`config.mk`:
```
export PLATFORM = sky130hd
export DESIGN_NAME = reversing_screw_step_generator_flat
export DESIGN_NICKNAME = d
export VERILOG_FILES = /design/src/sv/rssg_pkg.sv /design/src/sv/rssg_channels.sv /design/src/sv/rssg_cfg.sv /design/src/sv/rssg_step.sv /design/src/sv/reversing_screw_step_generator.sv /design/src/flat_wrapper.sv
export SDC_FILE = /design/constraint.sdc
export NUM_CORES = 1
export LEC_CHECK = 0
export ABC_CLOCK_PERIOD_IN_PS = 8600
export BUFFER_PORTS_ARGS = -buffer_cell sky130_fd_sc_hd__buf_2
export CORE_ASPECT_RATIO = 0.8
export CORE_UTILIZATION = 35
export CTS_CLUSTER_DIAMETER = 80
export DETAILED_ROUTE_END_ITERATION = 10
export GPL_TIMING_DRIVEN = 0
export PLACE_DENSITY_LB_ADDON = 0.05
export SLEW_MARGIN = 10
export SYNTH_ARGS = -nofsm -noshare
export SYNTH_HDL_FRONTEND = slang
export SYNTH_HIERARCHICAL = 1
export SYNTH_SLANG_ARGS = --single-unit
export TNS_END_PERCENT = 20
```
`constraint.sdc`:
```
create_clock -name clk -period 8.6 [get_ports clk]
set_clock_uncertainty 0.05 [all_clocks]
set_input_delay 0.86 -clock clk [delete_from_list [all_inputs] [get_ports clk]]
set_output_delay 0.86 -clock clk [all_outputs]
set_load 0.02 [all_outputs]
```
`src/sv/rssg_pkg.sv`:
```
`timescale 1ns / 1ps
`default_nettype none
// ----------------------------------------------------------------------------
// rssg_pkg
// Shared types and constants of the reversing screw step generator.
// ----------------------------------------------------------------------------
package rssg_pkg;

    localparam int CFG_INDEX_W = 2;
    localparam int CFG_DATA_W  = 32;

    // Register indexes of the configuration port
    typedef enum logic [CFG_INDEX_W-1:0] {
        CFG_ACCEL_STEP     = 2'd0,
        CFG_LOWER_LIMIT    = 2'd1,
        CFG_UPPER_LIMIT    = 2'd2,
        CFG_PRELOAD_OFFSET = 2'd3
    } cfg_index_t;

    // Register reset values
    localparam logic [15:0] ACCEL_STEP_RST     = 16'd8;
    localparam logic [31:0] LOWER_LIMIT_RST    = 32'd48986000;
    localparam logic [31:0] UPPER_LIMIT_RST    = 32'd311122000;
    localparam logic [30:0] PRELOAD_OFFSET_RST = 31'd28000000;

    // Operating modes
    typedef enum logic [1:0] {
        MODE_INDEX = 2'd0,
        MODE_SWEEP = 2'd1,
        MODE_MOVE  = 2'd2,
        MODE_TRACK = 2'd3
    } mode_t;

    typedef struct packed {
        logic [15:0]        accel_step;
        logic signed [31:0] lower_limit;
        logic signed [31:0] upper_limit;
        logic [30:0]        preload_offset;
    } cfg_t;

    typedef struct packed {
        logic encoder_edge;
        logic edge_direction;
        logic index_tick;
        logic inner_limit;
        logic outer_limit;
    } event_t;

    typedef struct packed {
        logic               step_pulse;
        logic               step_direction;
        logic               fast_index;
        logic [1:0]         mode;
        logic signed [31:0] position;
    } result_t;

endpackage
`default_nettype wire

```
`src/sv/rssg_channels.sv`:
```
`timescale 1ns / 1ps
`default_nettype none
// ----------------------------------------------------------------------------
// rssg channels
// Valid/ready channels for event items and result items.
// ----------------------------------------------------------------------------
interface rssg_event_if;
    logic valid;
    logic ready;
    logic encoder_edge;
    logic edge_direction;
    logic index_tick;
    logic inner_limit;
    logic outer_limit;

    modport source (output valid, encoder_edge, edge_direction, index_tick,
                    inner_limit, outer_limit, input ready);
    modport sink   (input valid, encoder_edge, edge_direction, index_tick,
                    inner_limit, outer_limit, output ready);
endinterface

interface rssg_result_if;
    logic               valid;
    logic               ready;
    logic               step_pulse;
    logic               step_direction;
    logic               fast_index;
    logic [1:0]         mode;
    logic signed [31:0] position;

    modport source (output valid, step_pulse, step_direction, fast_index,
                    mode, position, input ready);
    modport sink   (input valid, step_pulse, step_direction, fast_index,
                    mode, position, output ready);
endinterface
`default_nettype wire

```
`src/sv/rssg_cfg.sv`:
```
`timescale 1ns / 1ps
`default_nettype none
// ----------------------------------------------------------------------------
// rssg_cfg
// Configuration register file written through a plain write port.
// ----------------------------------------------------------------------------
module rssg_cfg (
    input  wire logic                               clk,
    input  wire logic                               rst_n,
    input  wire logic                               cfg_we,
    input  wire logic [rssg_pkg::CFG_INDEX_W-1:0]   cfg_index,
    input  wire logic [rssg_pkg::CFG_DATA_W-1:0]    cfg_wdata,
    output rssg_pkg::cfg_t                          cfg
);

    rssg_pkg::cfg_t cfg_reg;
    rssg_pkg::cfg_t cfg_next;

    // Decode the write
    always_comb
    begin
        cfg_next = cfg_reg;
        if (cfg_we)
        begin
            case (rssg_pkg::cfg_index_t'(cfg_index))
                rssg_pkg::CFG_ACCEL_STEP:     cfg_next.accel_step     = cfg_wdata[15:0];
                rssg_pkg::CFG_LOWER_LIMIT:    cfg_next.lower_limit    = cfg_wdata;
                rssg_pkg::CFG_UPPER_LIMIT:    cfg_next.upper_limit    = cfg_wdata;
                rssg_pkg::CFG_PRELOAD_OFFSET: cfg_next.preload_offset = cfg_wdata[30:0];
                default:                      cfg_next = cfg_reg;
            endcase
        end
    end

    // Hold the registers
    always_ff @(posedge clk or negedge rst_n)
    begin
        if (!rst_n)
        begin
            cfg_reg.accel_step     <= rssg_pkg::ACCEL_STEP_RST;
            cfg_reg.lower_limit    <= rssg_pkg::LOWER_LIMIT_RST;
            cfg_reg.upper_limit    <= rssg_pkg::UPPER_LIMIT_RST;
            cfg_reg.preload_offset <= rssg_pkg::PRELOAD_OFFSET_RST;
        end
        else
        begin
            cfg_reg <= cfg_next;
        end
    end

    assign cfg = cfg_reg;

endmodule
`default_nettype wire

```
`src/sv/rssg_step.sv`:
```
`timescale 1ns / 1ps
`default_nettype none
// ----------------------------------------------------------------------------
// rssg_step
// Mode machine and screw emulation state; one event is applied per fire.
// ----------------------------------------------------------------------------
module rssg_step (
    input  wire logic              clk,
    input  wire logic              rst_n,
    input  wire logic              fire,
    input  wire rssg_pkg::cfg_t    cfg,
    input  wire rssg_pkg::event_t  ev,
    output rssg_pkg::result_t      res
);

    rssg_pkg::mode_t    mode_reg, mode_next;
    logic [31:0]        position_reg, position_next;
    logic [31:0]        velocity_reg, velocity_next;
    logic               drum_dir_reg, drum_dir_next;
    logic               drum_dir_prev_reg, drum_dir_prev_next;
    logic [15:0]        high_prev_reg, high_prev_next;

    logic               preload;
    logic               run;
    logic               fast;
    logic               vel_zero;
    logic [31:0]        pos_base;
    logic [15:0]        high_base;
    logic [31:0]        accel_ext;
    logic [31:0]        pos_sum;

    assign vel_zero  = (velocity_reg == 32'd0);
    assign preload   = ev.index_tick && (mode_reg == rssg_pkg::MODE_INDEX) && ev.inner_limit;
    assign accel_ext = {16'd0, cfg.accel_step};

    // Mode machine: next mode
    always_comb
    begin
        mode_next = mode_reg;
        if (ev.index_tick)
        begin
            case (mode_reg)
                rssg_pkg::MODE_INDEX: if (ev.inner_limit) mode_next = rssg_pkg::MODE_SWEEP;
                rssg_pkg::MODE_SWEEP: if (ev.outer_limit) mode_next = rssg_pkg::MODE_MOVE;
                rssg_pkg::MODE_MOVE:  if (vel_zero) mode_next = rssg_pkg::MODE_TRACK;
                default:              mode_next = mode_reg;
            endcase
        end
    end

    // Mode machine: run and fast-index decisions
    always_comb
    begin
        run  = ev.encoder_edge && (mode_reg == rssg_pkg::MODE_TRACK);
        fast = 1'b0;
        if (ev.index_tick)
        begin
            case (mode_reg)
                rssg_pkg::MODE_INDEX: run = 1'b1;
                rssg_pkg::MODE_SWEEP:
                begin
                    run  = 1'b1;
                    fast = vel_zero;
                end
                rssg_pkg::MODE_MOVE:  if (!vel_zero) run = 1'b1;
                default:              fast = 1'b0;
            endcase
        end
    end

    // Preload the position from the upper limit in index mode
    assign pos_base  = preload ? (cfg.upper_limit - {1'b0, cfg.preload_offset})
                               : position_reg;
    assign high_base = preload ? pos_base[31:16] : high_prev_reg;

    // Latch the drum direction from a tracked encoder edge
    assign drum_dir_next = (ev.encoder_edge && (mode_reg == rssg_pkg::MODE_TRACK))
                         ? ev.edge_direction : drum_dir_reg;

    // Bend or reverse the velocity, then advance the position
    always_comb
    begin
        velocity_next      = velocity_reg;
        drum_dir_prev_next = drum_dir_prev_reg;
        if (run)
        begin
            if (drum_dir_next != drum_dir_prev_reg)
            begin
                drum_dir_prev_next = drum_dir_next;
                velocity_next      = 32'd0 - velocity_reg;
            end
            else if ($signed(pos_base) >= cfg.upper_limit)
            begin
                velocity_next = velocity_reg - accel_ext;
            end
            else if ($signed(pos_base) <= cfg.lower_limit)
            begin
                velocity_next = velocity_reg + accel_ext;
            end
        end
    end

    assign pos_sum        = pos_base + velocity_next;
    assign position_next  = run ? pos_sum : pos_base;
    assign high_prev_next = run ? pos_sum[31:16] : high_base;

    // Result of this event
    always_comb
    begin
        res.step_pulse     = run && (pos_sum[31:16] != high_base);
        res.step_direction = (velocity_next[31:16] != 16'd0);
        res.fast_index     = fast;
        res.mode           = mode_next;
        res.position       = position_next;
    end

    // Commit the state when the event is taken
    always_ff @(posedge clk or negedge rst_n)
    begin
        if (!rst_n)
        begin
            mode_reg          <= rssg_pkg::MODE_INDEX;
            position_reg      <= 32'd0;
            velocity_reg      <= 32'd0;
            drum_dir_reg      <= 1'b0;
            drum_dir_prev_reg <= 1'b0;
            high_prev_reg     <= 16'd0;
        end
        else if (fire)
        begin
            mode_reg          <= mode_next;
            position_reg      <= position_next;
            velocity_reg      <= velocity_next;
            drum_dir_reg      <= drum_dir_next;
            drum_dir_prev_reg <= drum_dir_prev_next;
            high_prev_reg     <= high_prev_next;
        end
    end

endmodule
`default_nettype wire

```
`src/sv/reversing_screw_step_generator.sv`:
```
`timescale 1ns / 1ps
`default_nettype none
// A taken event is held in the event register; its result then moves to the
// result register, from which it is offered, once that slot is free or draining.
// Throughput: one event per cycle unless the result side stalls; the
// emulation state is updated as an event moves to the result register.
// Reset (rst_n low, asynchronous): index mode, position, velocity and drum
// state cleared, registers at their default values, no item held.
// ----------------------------------------------------------------------------
// reversing_screw_step_generator
// Reversing level-wind screw emulation producing stepper pulses.
// ----------------------------------------------------------------------------
module reversing_screw_step_generator (
    input  wire logic                              clk,
    input  wire logic                              rst_n,
    input  wire logic                              cfg_we,
    input  wire logic [rssg_pkg::CFG_INDEX_W-1:0]  cfg_index,
    input  wire logic [rssg_pkg::CFG_DATA_W-1:0]   cfg_wdata,
    rssg_event_if.sink                             item_in,
    rssg_result_if.source                          item_out
);

    rssg_pkg::cfg_t    cfg;
    rssg_pkg::event_t  ev_reg;
    rssg_pkg::result_t res;
    rssg_pkg::result_t res_reg;
    logic              ev_valid_reg, ev_valid_next;
    logic              out_valid_reg, out_valid_next;
    logic              take;
    logic              advance;

    rssg_cfg u_cfg (
        .clk       (clk),
        .rst_n     (rst_n),
        .cfg_we    (cfg_we),
        .cfg_index (cfg_index),
        .cfg_wdata (cfg_wdata),
        .cfg       (cfg)
    );

    rssg_step u_step (
        .clk   (clk),
        .rst_n (rst_n),
        .fire  (advance),
        .cfg   (cfg),
        .ev    (ev_reg),
        .res   (res)
    );

    // Move an item forward when the result slot is free or being drained
    assign advance      = ev_valid_reg && (!out_valid_reg || item_out.ready);
    assign item_in.ready = !ev_valid_reg || advance;
    assign take         = item_in.valid && item_in.ready;

    always_comb
    begin
        ev_valid_next = ev_valid_reg;
        if (take)
            ev_valid_next = 1'b1;
        else if (advance)
            ev_valid_next = 1'b0;

        out_valid_next = out_valid_reg;
        if (advance)
            out_valid_next = 1'b1;
        else if (item_out.ready)
            out_valid_next = 1'b0;
    end

    // Hold the valid flags
    always_ff @(posedge clk or negedge rst_n)
    begin
        if (!rst_n)
        begin
            ev_valid_reg  <= 1'b0;
            out_valid_reg <= 1'b0;
        end
        else
        begin
            ev_valid_reg  <= ev_valid_next;
            out_valid_reg <= out_valid_next;
        end
    end

    // Capture the event and the result payloads
    always_ff @(posedge clk)
    begin
        if (take)
        begin
            ev_reg.encoder_edge   <= item_in.encoder_edge;
            ev_reg.edge_direction <= item_in.edge_direction;
            ev_reg.index_tick     <= item_in.index_tick;
            ev_reg.inner_limit    <= item_in.inner_limit;
            ev_reg.outer_limit    <= item_in.outer_limit;
        end
        if (advance)
            res_reg <= res;
    end

    assign item_out.valid          = out_valid_reg;
    assign item_out.step_pulse     = res_reg.step_pulse;
    assign item_out.step_direction = res_reg.step_direction;
    assign item_out.fast_index     = res_reg.fast_index;
    assign item_out.mode           = res_reg.mode;
    assign item_out.position       = res_reg.position;

endmodule
`default_nettype wire

```
`src/flat_wrapper.sv`:
```
// flat-port wrapper written by rule: the top's interface ports become plain ports
module reversing_screw_step_generator_flat 
  (clk, rst_n, cfg_we, cfg_index, cfg_wdata, item_in_valid, item_in_encoder_edge, item_in_edge_direction, item_in_index_tick, item_in_inner_limit, item_in_outer_limit, item_in_ready, item_out_valid, item_out_step_pulse, item_out_step_direction, item_out_fast_index, item_out_mode, item_out_position, item_out_ready);
  rssg_event_if item_in_i ();
  rssg_result_if item_out_i ();
  input  wire logic clk;
  input  wire logic rst_n;
  input  wire logic cfg_we;
  input  wire logic [rssg_pkg::CFG_INDEX_W-1:0] cfg_index;
  input  wire logic [rssg_pkg::CFG_DATA_W-1:0] cfg_wdata;
  input wire logic [$bits(item_in_i.valid)-1:0] item_in_valid;
  input wire logic [$bits(item_in_i.encoder_edge)-1:0] item_in_encoder_edge;
  input wire logic [$bits(item_in_i.edge_direction)-1:0] item_in_edge_direction;
  input wire logic [$bits(item_in_i.index_tick)-1:0] item_in_index_tick;
  input wire logic [$bits(item_in_i.inner_limit)-1:0] item_in_inner_limit;
  input wire logic [$bits(item_in_i.outer_limit)-1:0] item_in_outer_limit;
  output wire logic [$bits(item_in_i.ready)-1:0] item_in_ready;
  output wire logic [$bits(item_out_i.valid)-1:0] item_out_valid;
  output wire logic [$bits(item_out_i.step_pulse)-1:0] item_out_step_pulse;
  output wire logic [$bits(item_out_i.step_direction)-1:0] item_out_step_direction;
  output wire logic [$bits(item_out_i.fast_index)-1:0] item_out_fast_index;
  output wire logic [$bits(item_out_i.mode)-1:0] item_out_mode;
  output wire logic [$bits(item_out_i.position)-1:0] item_out_position;
  input wire logic [$bits(item_out_i.ready)-1:0] item_out_ready;
  assign item_in_i.valid = item_in_valid;
  assign item_in_i.encoder_edge = item_in_encoder_edge;
  assign item_in_i.edge_direction = item_in_edge_direction;
  assign item_in_i.index_tick = item_in_index_tick;
  assign item_in_i.inner_limit = item_in_inner_limit;
  assign item_in_i.outer_limit = item_in_outer_limit;
  assign item_in_ready = item_in_i.ready;
  assign item_out_valid = item_out_i.valid;
  assign item_out_step_pulse = item_out_i.step_pulse;
  assign item_out_step_direction = item_out_i.step_direction;
  assign item_out_fast_index = item_out_i.fast_index;
  assign item_out_mode = item_out_i.mode;
  assign item_out_position = item_out_i.position;
  assign item_out_i.ready = item_out_ready;
  reversing_screw_step_generator u_core (.clk(clk), .rst_n(rst_n), .cfg_we(cfg_we), .cfg_index(cfg_index), .cfg_wdata(cfg_wdata), .item_in(item_in_i), .item_out(item_out_i));
endmodule
```
**After elaboration in Yosys (flattened, before gate mapping)**

Index checks and enable logic that the tools add are counted.

- Word-level logic and storage cells: 81
- Bits in latches: 0
- Memories: 0
- Bits in read-only memories: 0
- Output and inout bits: 39
- Register bits after elaboration: 239
- Input bits: 44
- Bits in writable memories: 0

- Reduce and logical (&&, ||, !) cells: 23
- Multipliers: 0
- Order comparisons: 2
- Add/subtract/negate cells: 5
- Bitwise gates (word level): 0
- Shifts and indexed selects: 0
- Multiplexer cells: 21
- Div/mod/pow operators: 0
- Equality and inequality tests: 8

Operator list:

| operator | number |
|---|---|
| $mux W32 | 6 |
| $add A32 B16 Y32 | 1 |
| $add A32 B32 Y32 | 1 |
| $ge A32 B32 Y1 | 1 |
| $le A32 B32 Y1 | 1 |
| $logic_not A32 Y1 | 1 |
| $mux W16 | 2 |
| $sub A1 B32 Y32 const A | 1 |
| $sub A32 B16 Y32 | 1 |
| $sub A32 B31 Y32 | 1 |
| $ne A16 B16 Y1 | 1 |
| $reduce_bool A16 Y1 | 1 |
| $reduce_and A2 Y1 | 5 |
| $eq A2 B2 Y1 const B | 4 |
| $mux W2 | 4 |
| $mux W1 | 7 |
| $logic_and A1 B1 Y1 | 6 |
| $pmux W2 S3 | 1 |
| $eq A2 B1 Y1 const B | 2 |
| $logic_not A2 Y1 | 2 |
| $reduce_bool A2 Y1 | 2 |
| $reduce_and A3 Y1 | 1 |
| $logic_not A1 Y1 | 2 |
| $logic_or A1 B1 Y1 | 2 |
| other kinds (3) | 3 |

**Logic depth before layout (Yosys ltp)**

Gate-level depths: netlist of run 1.

- Depth after elaboration: 12
- Mapped depth: 41
- Gate-level depth less buffers: 39

**Hierarchy**

The synthesis of run 1 kept the hierarchy.

By module, submodules not included:

| module | instances | seq. area each (um^2) | area each (um^2) | cells each |
|---|---|---|---|---|
| rssg_step | 1 | 2102.0 | 12607.1 | 1712 |
| rssg_cfg | 1 | 2826.5 | 4220.3 | 236 |
| reversing_screw_step_generator | 1 | 1311.3 | 1365.1 | 50 |

**Worst setup path before layout of run 1**

Ideal clock, no wire load.

- Path kind: reg2reg
- Start point: register u_core.u_cfg.cfg_reg (netlist bit u_core/u_cfg/cfg[21])
- End point: register u_core.res_reg (netlist bit u_core/item_out.step_pulse), data pin
- Clock period less this slack: 9.339 ns
- Setup time: 0.277 ns
- Required time: 8.273 ns
- Buffers on the path: 3
- Stages on the path, launching flop included: 39
- Setup slack: -0.739 ns
- Arrival: 9.012 ns
- Cell sequence: dfstp_2 inv_1 ha_1 and2_1 a21o_1 a21oi_1 or4b_1 a31oi_1 o21ai_0 a21oi_1 xnor2_1 a21oi_1 ha_1 nand4_1 nor4_1 a2111oi_0 o21ai_1 a211oi_2 [3 not listed] buf_1 nor2_1 a21oi_1 a21oi_1 a221oi_1 a21oi_1 ha_1 o211ai_1 a21oi_1 a221oi_1 o21ai_0 and4_1 nor3_1 xnor2_1 nand4_1 or4_1 nor4_1 a41oi_1

RTL lines:

| item | RTL line | RTL |
|---|---|---|
| from (decl) | rssg_cfg.sv:16 | `rssg_pkg::cfg_t cfg_reg;` |
| from (signal assigned) | rssg_cfg.sv:47 | `cfg_reg <= cfg_next;` |
| to (signal assigned) | reversing_screw_step_generator.sv:97 | `res_reg <= res;` |
| to (decl) | reversing_screw_step_generator.sv:26 | `rssg_pkg::result_t res_reg;` |

==> results.md, run 1 <==
* Initial Util at roughly 36%
* Path depth of the worst reg2reg path at 40
* Die width at approximately 260 microns
* Synth Flop Type: dfrtp_1
* Register area share after synthesis at between 30% and 40%
* Worst setup SP type: flip-flop
* Synth Cell Area at approximately 0.018 sq mm
* GRT met1 Usage at between 30% and 40%
* DR vias/cell at around 5.5
* Grt peak-use layer: met2
* Final hold viol count at 0
* RSZ-0062 raised after global routing: true
* Initial antenna violation count at 1
* 1st-iter DRT viols at 1095
* Worst-skew pair later-pin latency at ~0.61 ns
* Die Ht at 206 microns
* Crit Path Class: reg2reg
* Worst reg2reg setup slack at -0.46 ns
* Max reg flops at around 110
* RD Place Congestion at approximately 0.91
* First-pass GRT wire length at about 97000 microns
* Grt ovf at 0
* Synthesis-to-layout area growth at 25.3%
* Share of cells above drive strength 1 at 29.6%
* Drt first pass iters at 5
* CP startpoint: u_core/u_cfg/cfg[31]
* Hold/Removal Path Class: in2async
* Worst Tran Pin Value at 1.11 ns
* Slew headroom at between 20% and 30%
* Slowest stage cell, crit path: or4_4
* Ys async rst share at between 80% and 90%
* Final Setup Violations at 6
* Core Box Area at between 0.05 and 0.06 sq mm
* Antenna cells at 0
* Vias in the first global route at 15628
* Residual DRC count at 0
* Post-synth top cells: nand2_1, ha_1, dfrtp_1
* Failing checks: setup timing
* Post-Synthesis Cells at around 2000
* Met3 GRT Util at under 10%
* CTS tree: yes
* Synth unique cells at between 90 and 100
* Critical Path Most Common Cell: ha_4
* GRT met2 Usage at between 30 and 40%
* CTS buffer count at 31
* Pins Over Slew Limit at 0
* Synthesis Warnings at 6
* Hold Buf Count CTS at 0
* Max_cap viols at 0
* Top cell type's share of synthesized area at between 20% and 30%
* Worst-path clk slew at about 0.060 ns
* Post-DP HPWL at approximately 49000 microns
* Port Buf Inserts at 82
* # rows at 74
* Number of synthesized flops with an enable pin at 42
* Top post-synthesis cells by area: dfrtp_1, ha_1, mux2_2
* Final Cycle Share at 105%
* CTS max path bufs at 3
* Syn Area/Cell at 9.11 sq um
* Routed vias at about 16000
* Post-synth top area cell: dfrtp_1
* Syn_nets at 2205
* Arrival time worst endpoint at roughly 9.3 ns
* CTS sink cnt at 239
* Synthesis-stage register bit count at about 240
* Largest net degree at the start of global routing at 98
* Max FO, Critical Path at 6
* Post-DR wirelength/cell at approximately 22 microns
* GR Util All Layers at 24.3%
* H-Tree Depth at 1
* Final wirelength at roughly 65000 microns
* FF-to-FF End: u_core/item_out.step_pulse
* Final min period at slightly above 9 ns
* Die area at 0.0529 sq mm
* RR Startpoint: u_core/u_cfg/cfg[31]
* Post-route ant nets at 0
* Fmax at approximately 110 MHz
* Status: finished with violations
* Nets at around 2400
* Boundary Pins at just over 80
* Worst EP required at approximately 9 ns
* Total negative setup slack at -0.851 ns
* Worst-case hold slack at about 0.12 ns
* Most common cell in the netlist: nand2_1
* Final WS setup at -0.457 ns
* Crit. End Element: flip-flop
* Clock Root Buffer: clkbuf_16
* Max incr delay on CP at ~0.53 ns
-- worst max-delay path: cells and delay by family, from the launching register on --
kind / cells / cell delay, ns
multiplexers: 1 / 0.32
XOR/XNOR: 3 / 0.55
buffers and inverters: 5 / 0.72
AO/OA/AOI/OAI: 16 / 3.37
flip-flops: 1 / 0.41
adder cells (fa/ha/maj): 4 / 1.06
AND/OR/NAND/NOR: 11 / 2.23
-- layout make-up --
cell class | count | area (sq um)
Buffer | 89 | 606
Clock buffer | 45 | 878
Clock inverter | 13 | 156
Fill cell | 5059 | 28400
Inverter | 143 | 537
Multi-Input combinational cell | 1524 | 12300
Sequential cell | 239 | 6240
Tap cell | 684 | 856
Timing Repair Buffer | 177 | 1240
-- worst max path at each step --
stage	cells after the start	slack, ns	endpoint
2_1_floorplan	40	0.02	u_core/item_out.step_pulse
3_3_place_gp	37	-3.39	u_core/item_out.step_pulse
3_5_place_dp	37	-3.32	u_core/item_out.step_pulse
4_1_cts	39	-0.47	u_core/item_out.step_pulse
5_1_grt	40	-0.79	u_core/item_out.step_pulse
6_report	40	-0.46	u_core/item_out.step_pulse
-- stage by stage --
stage / util (%) / worst slack, ns / instance area (sq um) / instances
after floorplan: - / 0.0156 / 18200 / 1998
after global placement: 38.1 / -3.39 / 19500 / 2764
after detailed placement: 38.3 / -3.32 / 19600 / 2767
after CTS: 43.6 / -0.469 / 22300 / 2893
after global routing: 44.5 / -0.787 / 22800 / 2914
final: 44.5 / -0.457 / 22800 / 2914
-- placed cells by master, fill, tap and decap left out, types with 48 or more instances in the layout --
| master | synthesis | routed |
|---|---|---|
| a21o_1 | 49 | 48 |
| a21oi_1 | 150 | 114 |
| buf_2 | 5 | 85 |
| buf_4 | 3 | 84 |
| clkbuf_1 | 68 | 61 |
| dfrtp_1 | 158 | 158 |
| ha_1 | 159 | 134 |
| inv_1 | 142 | 138 |
| mux2_2 | 149 | 143 |
| nand2_1 | 215 | 207 |
| nor2_1 | 121 | 117 |
| o21ai_0 | 112 | 79 |
-- timing repair --
item / CTS / global route
cloned: 3 / 0
setup buffers: 67 / 22
endpoints found under the setup margin: 78 / 25
resized for setup: 247 / 67
pin swaps: 80 / 69
-- kinds of logic (layout without fill, tap and decap cells) --
family                     count (synthesis)  after routing  share of synthesized area, %
AOI/OAI and AO/OA                        530            530                          18.9
xor gates and xnor gates                  91             91                          4.50
DFF                                      239            239                          34.3
adders and majority gates                163            163                          11.4
muxes                                    164            164                          10.1
and+or+nand+nor                          576            576                          15.3
buffers and inverters                    235            467                          5.46
-- metal layers --
metal / up-vias / wire, microns
met5: - / 0
met2: 369 / 27700
met4: 0 / 1270
met1: 7949 / 33000
met3: 70 / 2870
li1: 7666 / -
Power of run 1 is not shown: default switching activity piles up to over one toggle a cycle in this logic, so the estimate is an artifact.
==> run 2: changes to the inputs <==
--- a/config.mk
+++ b/config.mk
@@ -8,7 +8,7 @@
 export ABC_CLOCK_PERIOD_IN_PS = 8600
 export BUFFER_PORTS_ARGS = -buffer_cell sky130_fd_sc_hd__buf_2
 export CORE_ASPECT_RATIO = 0.8
-export CORE_UTILIZATION = 35
+export CORE_UTILIZATION = 57
 export CTS_CLUSTER_DIAMETER = 80
 export DETAILED_ROUTE_END_ITERATION = 10
 export GPL_TIMING_DRIVEN = 0
==> results.md, run 2 (synthesized netlist as in run 1, its figures left out) <==
* CTS tree: yes
* Worst-skew pair later-pin latency at between 0.5 and 0.6 ns
* Failing checks: setup timing
* Clock Root Buffer: clkbuf_16
* Die area at ~0.033 sq mm
* Final wirelength at 60100 microns
* Max reg flops at between 100 and 150
* Arrival time worst endpoint at 9.39 ns
* Initial Util at between 50% and 60%
* Top Family by Delay on Critical Path: compound AO/OA/AOI/OAI gates
* H-Tree Depth at 1
* RSZ-0062 raised after global routing: true
* Path depth of the worst reg2reg path at 37
* CTS buffer count at 27
* Share of cells above drive strength 1 at roughly 29%
* Hold Buf Count CTS at 0
* Die width at 202 microns
* Design area at between 0.02 and 0.025 sq mm
* CTS max path bufs at 3
* Finished Layout Cells at 2640
* Status: finished with violations
* # rows at 58
* Worst-path clk slew at around 0.06 ns
* Antenna cells at 0
* Final WS setup at -0.570 ns
* Final Cycle Share at 107%
* Final Setup Violations at 5
* RD Place Congestion at 0.961
* Final min period at between 9 and 10 ns
* Drt first pass iters at 7
* Boundary Pins at 83
* Max_cap viols at 0
* Crit. End Element: flip-flop
* DR vias/cell at 6.33
* Commonest non-fill, non-tap cells in the layout: nand2_1, dfrtp_1, mux2_2
* Multi-input gate area at ~0.012 sq mm
* Routed vias at 16707
* Seq. cell area at 0.00624 sq mm
* FF-to-FF End: u_core/item_out.step_pulse
* Vias in the first global route at 15880
* Synthesis-to-layout area growth at 22.4%
* Nets at 2406
* GR Util All Layers at approximately 36%
* Initial antenna violation count at 0
* Post-DP HPWL at around 43000 microns
* Core Box Area at about 0.031 sq mm
* Fmax at 109 MHz
* Filler cell count at 2338
* Largest net degree at the start of global routing at 105
* Worst setup SP type: flip-flop
* Placed cell count at ~2500
* Hold/Removal Path Class: in2async
* Final hold viol count at 0
* 1st-iter DRT viols at about 1400
* Area post-placement at roughly 0.019 sq mm
* Slew headroom at 23.5%
* Slowest stage cell, crit path: o21ai_0
* Residual DRC count at 0
* Fin util at 70.9%
* Crit Path Class: reg2reg
* RR Startpoint: u_core/u_cfg/cfg[36]
* Max incr delay on CP at 0.72 ns
* Worst Tran Pin Value at between 1 and 1.5 ns
* Worst EP required at 8.82 ns
* First-pass GRT wire length at just over 90000 microns
* Die Ht at roughly 160 microns
* Max FO, Critical Path at 8
* Post-DR wirelength/cell at 22.8 microns
* Pins Over Slew Limit at 0
* Post-route ant nets at 0
* Port Buf Inserts at 82
* Grt ovf at 0
* Worst reg2reg setup slack at -0.57 ns
* Commonest non-fill, non-tap cell in the layout: nand2_1
* Worst Path Buf+Inv at 5
* CTS sink cnt at around 240
-- run 2: cell count changes in the layout (fill, tap and decap cells not counted), sizes merged --
cell / change
bufinv: +2
inv: -3
buf: +4
clkinvlp: +3
clkbuf: -21
clkinv: +5
-- run 2: final cells by class --
cell class / count / share of cell area (%)
sequential: 239 / 28.0
multi-input combinational: 1524 / 55.2
inverter: 143 / 2.41
timing repair buffer: 175 / 5.28
tap: 420 / 2.36
clock buffer: 30 / 3.09
buffer: 89 / 2.60
clock inverter: 20 / 1.03
-- run 2: metrics by stage --
step                      hold slack [ns]  setup slack, ns  setup TNS (ns)
final                               0.271           -0.570          -0.783
after global routing                0.342           -0.762           -3.15
after CTS                           0.319           -0.244          -0.244
after detailed placement            0.414            -2.90         -110.12
after global placement              0.403            -2.88         -106.85
after floorplan                     0.388           0.0156               0
-- run 2: timing repair --
item	CTS	global route
cloned	1	0
setup endpoints to repair	77	33
pin swaps	89	94
setup buffers	48	42
gates resized for setup	203	101
-- run 2: how the worst max path moves through the flow --
stage / slack (ns) / start / depth (start not counted) / end
floorplan: 0.02 / u_core/u_cfg/cfg[8] / 40 / u_core/item_out.step_pulse
global placement: -2.88 / u_core/u_cfg/cfg[35] / 36 / u_core/item_out.step_pulse
detailed placement: -2.90 / u_core/u_cfg/cfg[35] / 36 / u_core/item_out.step_pulse
CTS: -0.24 / u_core/u_cfg/cfg[31] / 40 / u_core/item_out.step_pulse
global route: -0.76 / u_core/u_cfg/cfg[5] / 40 / u_core/item_out.step_pulse
finish: -0.57 / u_core/u_cfg/cfg[36] / 37 / u_core/item_out.step_pulse
-- run 2: routing by layer --
layer	track usage [%]	wire length (microns)
met1	49.6	26100
met2	55.4	26300
met3	8.17	5660
met4	11.5	2000
met5	0	0
Power of run 2 is left out for the same reason.
==> run 3: changes to the inputs <==
--- a/config.mk
+++ b/config.mk
@@ -5,10 +5,10 @@
 export SDC_FILE = /design/constraint.sdc
 export NUM_CORES = 1
 export LEC_CHECK = 0
-export ABC_CLOCK_PERIOD_IN_PS = 8600
+export ABC_CLOCK_PERIOD_IN_PS = 9620
 export BUFFER_PORTS_ARGS = -buffer_cell sky130_fd_sc_hd__buf_2
 export CORE_ASPECT_RATIO = 0.8
-export CORE_UTILIZATION = 57
+export CORE_UTILIZATION = 60
 export CTS_CLUSTER_DIAMETER = 80
 export DETAILED_ROUTE_END_ITERATION = 10
 export GPL_TIMING_DRIVEN = 0
==> constraint.sdc (replaced) <==
create_clock -name clk -period 9.62 [get_ports clk]
set_clock_uncertainty 0.05 [all_clocks]
set_input_delay 0.962 -clock clk [delete_from_list [all_inputs] [get_ports clk]]
set_output_delay 0.962 -clock clk [all_outputs]
set_load 0.02 [all_outputs]
==> results.md, run 3 (synthesized netlist as in run 1, its figures left out) <==
* Hold/Removal Path Class: in2async
* Hold Buf Count CTS at 0
* Status: completed
* Fin util at approximately 73%
* Arrival time worst endpoint at 9.82 ns
* # rows at 56
* CTS tree: yes
* Crit. End Element: flip-flop
* Boundary Pins at a little over 80
* Max_cap viols at 0
* Initial Util at about three fifths
* Critical Path Most Common Cell: buf_4
* Core Box Area at 0.0296 sq mm
* Max reg flops at about 110
* Fmax at 104 MHz
* Max incr delay on CP at 0.56 ns
* Final Cycle Share at 99.7%
* Grt ovf at 0
* Largest net degree at the start of global routing at slightly above 100
* Post-route ant nets at 0
* Pins Over Slew Limit at 0
* Residual DRC count at 0
* Post-DP HPWL at 42600 microns
* Die width at between 150 and 200 microns
* Final WS setup at 0.0258 ns
* Top Family by Delay on Critical Path: buffers and inverters
* Worst Path Buf+Inv at between 40 and 50
* CTS sink cnt at around 240
* Commonest non-fill, non-tap cell in the layout: nand2_1
* Final min period at roughly 9.6 ns
* Drt first pass iters at 6
* DR vias/cell at 6.42
* Die area at about 0.031 sq mm
* Port Buf Inserts at slightly above 80
* First-pass GRT wire length at about 88000 microns
* Synthesis-to-layout area growth at 18.4%
* RR Startpoint: u_core/u_cfg/cfg[9]
* Crit Path Class: reg2reg
* Final Setup Violations at 0
* CTS max path bufs at 3
* Clock Root Buffer: clkbuf_16
* H-Tree Depth at 1
* Commonest non-fill, non-tap cells in the layout: nand2_1, dfrtp_1, mux2_2
* Worst Tran Pin Value at about 1.2 ns
* Initial antenna violation count at 0
* Nets at 2399
* CP startpoint: u_core/u_cfg/cfg[9]
* Setup WS pre-CTS at -2.56 ns
* Worst-path clk slew at approximately 0.06 ns
* Antenna cells at 0
* Slew headroom at 21.8%
* Final hold viol count at 0
* 1st-iter DRT viols at between 1000 and 1500
* RD Place Congestion at 0.952
* Share of cells above drive strength 1 at between 20% and 30%
* Slowest stage cell, crit path: or4b_4
* Vias in the first global route at about 16000
* Final wirelength at slightly below 60000 microns
* Post-DR wirelength/cell at around 23 microns
* Placed cell count at approximately 2500
* Finished Layout Cells at about 2600
* Max FO, Critical Path at 6
* Worst-skew pair later-pin latency at between 0.5 and 0.6 ns
* Routed vias at 16817
* GR Util All Layers at ~37%
* Worst EP required at 9.85 ns
* Total negative setup slack at 0 ns
* CTS buffer count at 27
* Die Ht at between 150 and 200 microns
* Worst setup SP type: flip-flop
-- run 3: final timing paths --
| kind | endpoint | slack (ns) | cells past startpoint |
|---|---|---|---|
| worst max-delay path | u_core/item_out.step_pulse | 0.03 | 60 |
| worst max register to register | u_core/item_out.step_pulse | 0.03 | 60 |
| worst min register to register | u_core/u_step/high_prev_reg[1] | 0.44 | 2 |
| worst min-delay path | u_core/u_step/velocity_reg[23] | 0.41 | 1 |
| max in group asynchronous | u_core/u_cfg/cfg[86] | 8.07 | 2 |
| min in group clk | u_core/u_step/high_prev_reg[1] | 0.44 | 2 |
-- run 3: timing repair --
item | in CTS | in global routing
pin swaps | 9 | 46
setup endpoints to repair | 71 | 13
setup buffers | 56 | 31
gates resized for setup | 85 | 109
-- run 3: routing by layer --
layer / GRT usage, % / routed length, microns / vias up
met5: 0 / 0 / -
met4: 14.5 / 2150 / 0
met3: 7.22 / 5730 / 148
met2: 56.4 / 25600 / 904
met1: 52.4 / 26000 / 8127
li1: - / - / 7638
-- run 3: worst register-to-register path: cells and delay by family (launching register included) --
family / cells / cell delay [ns]
xor+xnor: 2 / 0.46
compound gates: 7 / 1.19
fa+ha+maj: 1 / 0.27
simple gates: 3 / 0.89
buf+inv: 47 / 5.92
flops: 1 / 0.54
-- run 3: cell type report --
class | count | area [sq um]
plain buffers | 90 | 514
clock buffers | 40 | 806
clock inverters | 10 | 116
fillers | 2197 | 8030
inverters | 143 | 537
multi-input cells | 1524 | 11700
flip-flops and latches | 239 | 6240
well taps | 406 | 508
repair buffers | 167 | 1090
-- run 3: metrics by stage --
stage / hold WS [ns] / area, sq um
5_1_grt: 0.463 / 21500
4_1_cts: 0.435 / 20900
6_report: 0.414 / 21500
3_3_place_gp: 0.403 / 19100
2_1_floorplan: 0.388 / 18200
3_5_place_dp: 0.421 / 19200
Power of run 3 is left out for the same reason.
